--- src/hexe_pkg.sv ---
// Shared types, character codes and helper functions for the hex escape encoder.
// No dependencies; every other file of the block imports this package.
package hexe_pkg;

  localparam int unsigned WinDepth = 4;
  localparam int unsigned IdxW     = $clog2(WinDepth);

  localparam logic [7:0] ChBackslash = 8'h5c;
  localparam logic [7:0] ChX         = 8'h78;
  localparam logic [7:0] PrintLo     = 8'h20;
  localparam logic [7:0] PrintHi     = 8'h7e;
  localparam logic [7:0] NibHiMask   = 8'hf0;
  localparam logic [7:0] NibLoMask   = 8'h0f;

  // Position inside a four-byte escape
  localparam logic [1:0] SubBackslash = 2'd0;
  localparam logic [1:0] SubX         = 2'd1;
  localparam logic [1:0] SubHigh      = 2'd2;
  localparam logic [1:0] SubLow       = 2'd3;

  localparam logic [15:0][7:0] HexDigits = {
    8'h66, 8'h65, 8'h64, 8'h63, 8'h62, 8'h61, 8'h39, 8'h38,
    8'h37, 8'h36, 8'h35, 8'h34, 8'h33, 8'h32, 8'h31, 8'h30
  };

  // One decided group of bytes handed from the window to the serialiser
  typedef struct packed {
    logic [WinDepth-1:0][7:0] bytes;
    logic [WinDepth-1:0]      esc;
    logic [IdxW-1:0]          top_idx;
    logic                     last;
  } hexe_job_t;

  function automatic logic is_hex(input logic [7:0] c);
    logic r;
    r = ((c >= 8'h30) && (c <= 8'h39)) || ((c >= 8'h61) && (c <= 8'h66)) ||
        ((c >= 8'h41) && (c <= 8'h46));
    return r;
  endfunction

  function automatic logic [7:0] hex_char(input logic [3:0] nib);
    logic [7:0] r;
    r = HexDigits[nib];
    return r;
  endfunction

endpackage

--- src/hexe_window.sv ---
// Lookahead window: holds up to three earlier bytes and decides which bytes leave
// and whether each is escaped. Depends on hexe_pkg.
module hexe_window (
  input  logic              clk,
  input  logic              rst_n,
  input  logic              escape_all,
  input  logic              in_valid,
  output logic              in_ready,
  input  logic [7:0]        in_byte,
  input  logic              in_last,
  input  logic              job_ready,
  output logic              job_load,
  output hexe_pkg::hexe_job_t job
);
  import hexe_pkg::*;

  logic [2:0][7:0] la_r, la_nxt;
  logic [1:0]      cnt_r, cnt_nxt;
  logic [WinDepth-1:0][7:0] win;
  logic            accept;
  logic            full;
  logic            seq;
  logic [WinDepth-1:0] base_esc;

  assign in_ready = job_ready;
  assign accept   = in_valid && job_ready;
  assign full     = (cnt_r == 2'd3);

  // Build the window: held bytes, then the new byte
  always_comb begin
    for (int k = 0; k < WinDepth; k++) begin
      if (3'(k) < {1'b0, cnt_r}) begin
        win[k] = (k < 3) ? la_r[k[1:0]] : 8'h00;
      end else if (3'(k) == {1'b0, cnt_r}) begin
        win[k] = in_byte;
      end else begin
        win[k] = 8'h00;
      end
    end
  end

  // Classify bytes
  assign seq = full && (win[0] == ChBackslash) && (win[1] == ChX) &&
               is_hex(win[2]) && is_hex(win[3]);

  always_comb begin
    for (int k = 0; k < WinDepth; k++) begin
      base_esc[k] = escape_all || (win[k] < PrintLo) || (win[k] > PrintHi);
    end
  end

  // Form the job: oldest byte on a full window, every byte on the last item
  always_comb begin
    job.bytes   = win;
    job.esc     = base_esc;
    job.esc[0]  = base_esc[0] || seq;
    job.last    = in_last;
    job.top_idx = in_last ? cnt_r : '0;
    job_load    = accept && (in_last || full);
  end

  // Advance the lookahead
  always_comb begin
    la_nxt  = la_r;
    cnt_nxt = cnt_r;
    if (accept) begin
      if (in_last) begin
        la_nxt  = '0;
        cnt_nxt = '0;
      end else if (full) begin
        la_nxt  = {win[3], win[2], win[1]};
        cnt_nxt = 2'd3;
      end else begin
        la_nxt[cnt_r] = in_byte;
        cnt_nxt       = cnt_r + 2'd1;
      end
    end
  end

  always_ff @(posedge clk) begin
    if (!rst_n) begin
      la_r  <= '0;
      cnt_r <= '0;
    end else begin
      la_r  <= la_nxt;
      cnt_r <= cnt_nxt;
    end
  end

endmodule

--- src/hexe_serializer.sv ---
// Output serialiser: holds one job and sends its bytes, raw or as \xHH, one per
// cycle unless stalled, through a registered output. Depends on hexe_pkg.
module hexe_serializer (
  input  logic              clk,
  input  logic              rst_n,
  input  logic              job_load,
  input  hexe_pkg::hexe_job_t job,
  output logic              job_ready,
  output logic              out_valid,
  input  logic              out_ready,
  output logic [7:0]        out_byte,
  output logic              out_last
);
  import hexe_pkg::*;

  hexe_job_t        job_r;
  logic             job_valid_r, job_valid_nxt;
  logic [IdxW-1:0]  pos_r, pos_nxt;
  logic [1:0]       sub_r, sub_nxt;
  logic [7:0]       out_byte_r, out_byte_nxt;
  logic             out_last_r, out_last_nxt;
  logic             out_valid_r, out_valid_nxt;
  logic [7:0]       cur;
  logic             cur_esc;
  logic             move;
  logic             byte_done;
  logic             job_done;

  assign cur       = job_r.bytes[pos_r];
  assign cur_esc   = job_r.esc[pos_r];
  assign move      = job_valid_r && (!out_valid_r || out_ready);
  assign byte_done = !cur_esc || (sub_r == SubLow);
  assign job_done  = byte_done && (pos_r == job_r.top_idx);
  assign job_ready = !job_valid_r || (move && job_done);

  // Walk the job
  always_comb begin
    job_valid_nxt = job_valid_r;
    pos_nxt       = pos_r;
    sub_nxt       = sub_r;
    if (job_load) begin
      job_valid_nxt = 1'b1;
      pos_nxt       = '0;
      sub_nxt       = SubBackslash;
    end else if (move) begin
      if (job_done) begin
        job_valid_nxt = 1'b0;
      end else if (byte_done) begin
        pos_nxt = pos_r + IdxW'(1);
        sub_nxt = SubBackslash;
      end else begin
        sub_nxt = sub_r + 2'd1;
      end
    end
  end

  // Pick the next output byte and hold it while stalled
  always_comb begin
    out_byte_nxt  = out_byte_r;
    out_last_nxt  = out_last_r;
    out_valid_nxt = out_valid_r;
    if (move) begin
      out_valid_nxt = 1'b1;
      out_last_nxt  = job_r.last && job_done;
      case (sub_r)
        SubBackslash: out_byte_nxt = cur_esc ? ChBackslash : cur;
        SubX:         out_byte_nxt = ChX;
        SubHigh:      out_byte_nxt = hex_char(4'((cur & NibHiMask) >> 4));
        default:      out_byte_nxt = hex_char(4'(cur & NibLoMask));
      endcase
    end else if (out_ready) begin
      out_valid_nxt = 1'b0;
    end
  end

  always_ff @(posedge clk) begin
    if (job_load) begin
      job_r <= job;
    end
    out_byte_r <= out_byte_nxt;
    out_last_r <= out_last_nxt;
  end

  always_ff @(posedge clk) begin
    if (!rst_n) begin
      job_valid_r <= 1'b0;
      out_valid_r <= 1'b0;
      pos_r       <= '0;
      sub_r       <= SubBackslash;
    end else begin
      job_valid_r <= job_valid_nxt;
      out_valid_r <= out_valid_nxt;
      pos_r       <= pos_nxt;
      sub_r       <= sub_nxt;
    end
  end

  assign out_valid = out_valid_r;
  assign out_byte  = out_byte_r;
  assign out_last  = out_last_r;

endmodule

--- src/hex_escape_encoder_unit.sv ---
// Top level of the backslash-x hex escape encoder: config register, lookahead
// window and output serialiser. Depends on hexe_pkg, hexe_window, hexe_serializer.
//
//   channel   direction  handshake            payload
//   in_       slave      in_tvalid/in_tready  tdata = byte, tlast = last of string
//   out_      master     out_tvalid/out_tready tdata = byte, tlast = last of string
//   cfg_      write      cfg_wr_en            cfg_wr_data = escape_all
//
// A byte passed through raw gives one output byte, an escaped byte four; a last
// item flushes up to four bytes. The serialiser sends a single output byte per
// cycle unless the output stalls; the first three bytes of a string only fill
// the window. Reset clears the window, the escape_all register and all valid
// flags. A stall on the output holds the byte in the output register while the
// serialiser keeps the pending job; input is taken again as soon as the job's
// last byte moves into the output register.
module hex_escape_encoder_unit (
  input  logic       clk,
  input  logic       rst_n,
  input  logic       cfg_wr_en,
  input  logic       cfg_wr_data,
  input  logic       in_tvalid,
  output logic       in_tready,
  input  logic [7:0] in_tdata,   // [7:0] in_byte
  input  logic       in_tlast,
  output logic       out_tvalid,
  input  logic       out_tready,
  output logic [7:0] out_tdata,  // [7:0] out_byte
  output logic       out_tlast
);
  import hexe_pkg::*;

  logic      escape_all_r, escape_all_nxt;
  logic      job_ready;
  logic      job_load;
  hexe_job_t job;

  // Hold the escape_all register
  assign escape_all_nxt = cfg_wr_en ? cfg_wr_data : escape_all_r;

  always_ff @(posedge clk) begin
    if (!rst_n) begin
      escape_all_r <= 1'b0;
    end else begin
      escape_all_r <= escape_all_nxt;
    end
  end

  hexe_window u_window (
    .clk        (clk),
    .rst_n      (rst_n),
    .escape_all (escape_all_r),
    .in_valid   (in_tvalid),
    .in_ready   (in_tready),
    .in_byte    (in_tdata),
    .in_last    (in_tlast),
    .job_ready  (job_ready),
    .job_load   (job_load),
    .job        (job)
  );

  hexe_serializer u_serializer (
    .clk       (clk),
    .rst_n     (rst_n),
    .job_load  (job_load),
    .job       (job),
    .job_ready (job_ready),
    .out_valid (out_tvalid),
    .out_ready (out_tready),
    .out_byte  (out_tdata),
    .out_last  (out_tlast)
  );

endmodule
--- config.mk ---
export PLATFORM = sky130hd
export DESIGN_NAME = hex_escape_encoder_unit
export DESIGN_NICKNAME = d
export VERILOG_FILES = /design/src/hexe_pkg.sv /design/src/hexe_window.sv /design/src/hexe_serializer.sv /design/src/hex_escape_encoder_unit.sv
export SDC_FILE = /design/constraint.sdc
export NUM_CORES = 1
export LEC_CHECK = 0
export BUFFER_PORTS_ARGS = -buffer_cell sky130_fd_sc_hd__buf_2
export CORE_UTILIZATION = 58
export DETAILED_ROUTE_END_ITERATION = 16
export PLACE_DENSITY = 0.77
export SLEW_MARGIN = 20
export SYNTH_ARGS = -nofsm -noshare
export SYNTH_HDL_FRONTEND = slang
export SYNTH_SLANG_ARGS = --single-unit
--- constraint.sdc ---
create_clock -name clk -period 4.9 [get_ports clk]
set_input_delay 0.245 -clock clk [delete_from_list [all_inputs] [get_ports clk]]
set_output_delay 0.245 -clock clk [all_outputs]
set_load 0.02 [all_outputs]
==> results.sh <==
export IMPL_synth_area_per_cell_um2=10.2
export IMPL_io_buffers=25
export IMPL_hold_viol=0
export IMPL_drive_gt1_share_pct=16.1
export IMPL_synth_top_area_cell="edfxtp_1"
export IMPL_max_cap_violations=0
export IMPL_ys_types=56
export IMPL_start_util_pct=59.8
export IMPL_finalCritPeriodShare_pct=66.4
export IMPL_synthCells=425
export IMPL_grt_usage_pct=25.6
export IMPL_leakagePower_nw=1.72
export IMPL_whs_ns=0.164
export IMPL_vias_per_cell=6.02
export IMPL_r2r_cells=5
export IMPL_antenna_found_initial=0
export IMPL_core_area_mm2=0.00725
export IMPL_synth_seq_cells=81
export IMPL_drc=0
export IMPL_tns_ns=0
export IMPL_skew_ns=0.00820
export IMPL_crit_path_max_fanout=39
export IMPL_cts_buffer_depth=2
export IMPL_drv_slew=0
export IMPL_synth_ff_type="edfxtp_1"
export IMPL_htreeDepth=3
export IMPL_powerDensity_mw_per_mm2=302
export IMPL_dieWidth_um=88.5
export IMPL_syn_num_nets=449
export IMPL_setup_viol=0
export IMPL_die_y_um=88.5
export IMPL_rows=31
export IMPL_die_area_mm2=0.00783
export IMPL_nets=455
export IMPL_relSlewSlack_pct=25.6
export IMPL_cp_end_kind="flip-flop"
export IMPL_post_route_min_period_ns=3.25
export IMPL_required_ns=4.86
export IMPL_grt_max_degree=59
export IMPL_hold_path_class="in2reg"
export IMPL_area_delta_synth_final_pct=7.90
export IMPL_cp_data_arrival_time_ns=3.22
export IMPL_root_buffer="clkbuf_8"
export IMPL_avgRoutedWirePerCell_um=17.0
export IMPL_diodes=0
export IMPL_outcome="finished clean"
export IMPL_synth_area_top_cells="edfxtp_1 (33%), dfxtp_1 (15%), nand2_1 (5.4%)"
export IMPL_tightest_slew_ns=1.12
export IMPL_insertion_delay_ns=0.34
export IMPL_syn_area_mm2=0.00434
export IMPL_cts_buffers=9
export IMPL_synth_edff_count=48
export IMPL_grt_remaining_overflow=0
export IMPL_synth_top_area_share_pct=33.2
export IMPL_ctsResizeCount=0
export IMPL_ant_nets=0
export IMPL_start_kind="flip-flop"
export IMPL_fmax_mhz=307
export IMPL_ir_worst_vdd_mv=0.248
export IMPL_cts_sinks=81
export IMPL_gp_congestion=0.861
export IMPL_synthTopCellsByCount="nand2_1 (62), edfxtp_1 (48), dfxtp_1 (33)"
export IMPL_drtIter0Drc=188
export IMPL_yosys_warnings=0
export IMPL_wl_um=9100
export IMPL_grt_pass1_wl_um=14900
export IMPL_synthArstFlopShare_pct=0
export IMPL_reg2reg_slack_ns=1.65
export IMPL_vias=3220
export IMPL_worstSetupPathType="reg2reg"
export IMPL_clk_pin_slew_ns=0.08
export IMPL_cts_tree="yes"
export IMPL_rsz0062_at_grt="no"
export IMPL_io_pins=26
export IMPL_grt_pass1_vias=3006
export IMPL_cts_hold_buffers_added=0
export IMPL_synth_most_common_cell="nand2_1"
export IMPL_hpwlAfterDp_um=6490
export IMPL_min_path_cells=3
export IMPL_drtPass1Iterations=5
export IMPL_yosysSeqAreaShare_pct=48.5
export IMPL_post_cts_buffers=0
-- state kept, by name, summed over array words and instances, names as in the netlist --
| signal | cells |
|---|---|
| u_serializer.out_byte | 8 |
| u_serializer.job_r | 39 |
| u_serializer.sub_r | 2 |
| u_serializer.out_valid | 1 |
| u_serializer.job_valid_r | 1 |
| escape_all_r | 1 |
| u_serializer.pos_r | 2 |
| u_serializer.out_last | 1 |
| u_window.la_r | 24 |
| u_window.cnt_r | 2 |
-- metrics by stage --
step | cells | area, µm² | util [%] | power (mW) | setup WS [ns]
detailed placement | 519 | 4480 | 61.8 | 0.946 | 1.62
CTS | 535 | 4680 | 64.5 | 1.42 | 1.60
global route | 535 | 4680 | 64.5 | 1.48 | 1.39
floorplan | 425 | 4340 | - | 0.903 | 1.19
finish | 535 | 4680 | 64.5 | 1.41 | 1.65
global placement | 519 | 4480 | 61.8 | 0.940 | 1.73
-- cells in the final DEF, fill, tap and decap left out, types with 3 or more instances in the layout --
cell type and count:
clkbuf_8 10, nand4_1 4, buf_2 25, a21oi_1 4, inv_1 18, nor3b_1 3, or2_2 3, xor2_1 4
o22ai_1 11, nor3_1 5, o21ai_0 18, dfxtp_1 33, edfxtp_1 48, a22o_1 11, nor2b_1 10, mux2_2 9
o211ai_1 5, mux4_2 9, and3_1 9, a22oi_1 6, nand3_1 18, nor2_1 21, o21a_1 3, a31oi_1 4
mux2i_1 17, nand2_1 62, ha_1 9, and2_1 8, nand2b_1 5, a32o_1 8
-- where the power goes --
part           switching, mW  total [mW]  internal (mW)
sequential            0.0155       0.765          0.749
combinational          0.105       0.167         0.0619
clock                  0.235       0.483          0.248
-- cell families (layout without fill, tap and decap cells) --
family	after synthesis	after routing	synth area share [%]
simple gates	161	161	18.2
compound gates	84	84	14.3
flops	81	81	48.5
buf+inv	50	61	4.50
mux	35	35	10.9
fa+ha+maj	9	9	2.60
xor+xnor	5	5	1.01
-- cell type report --
| type | instances | area, µm² |
|---|---|---|
| Inverter | 18 | 67.6 |
| Sequential cell | 81 | 2100 |
| Tap cell | 99 | 124 |
| Timing Repair Buffer | 27 | 140 |
| Fill cell | 602 | 2570 |
| Clock inverter | 5 | 55.1 |
| Multi-Input combinational cell | 294 | 2050 |
| Clock buffer | 11 | 141 |
-- worst paths after layout --
check	start	to
hold reg to reg	u_window.la_r[6]$_SDFFE_PN0P_	u_window.la_r[6]$_SDFFE_PN0P_
setup reg to reg	u_serializer.pos_r[0]$_SDFFE_PP0P_	u_serializer.job_r[26]$_DFFE_PP_
setup / recovery	u_serializer.pos_r[0]$_SDFFE_PP0P_	u_serializer.job_r[26]$_DFFE_PP_
hold / removal	cfg_wr_data	escape_all_r$_SDFFE_PN0P_
-- critical path: stages (launching register included) --
cell and delay, ns:
dfxtp_1 0.32, buf_4 0.23, mux4_2 0.64, a2111oi_4 0.40, o21ai_1 0.36, nor2_4 0.91
-- per-layer routing --
layer | GRT usage [%] | share of wire, % | vias up
met1 | 33.3 | 43 | 1513
met5 | 0 | 0 | -
met3 | 5.04 | 5.3 | 21
met2 | 41.3 | 49 | 117
met4 | 11.9 | 2.7 | 0
li1 | - | - | 1569
Note: power is estimated with default switching activity, not from simulation.
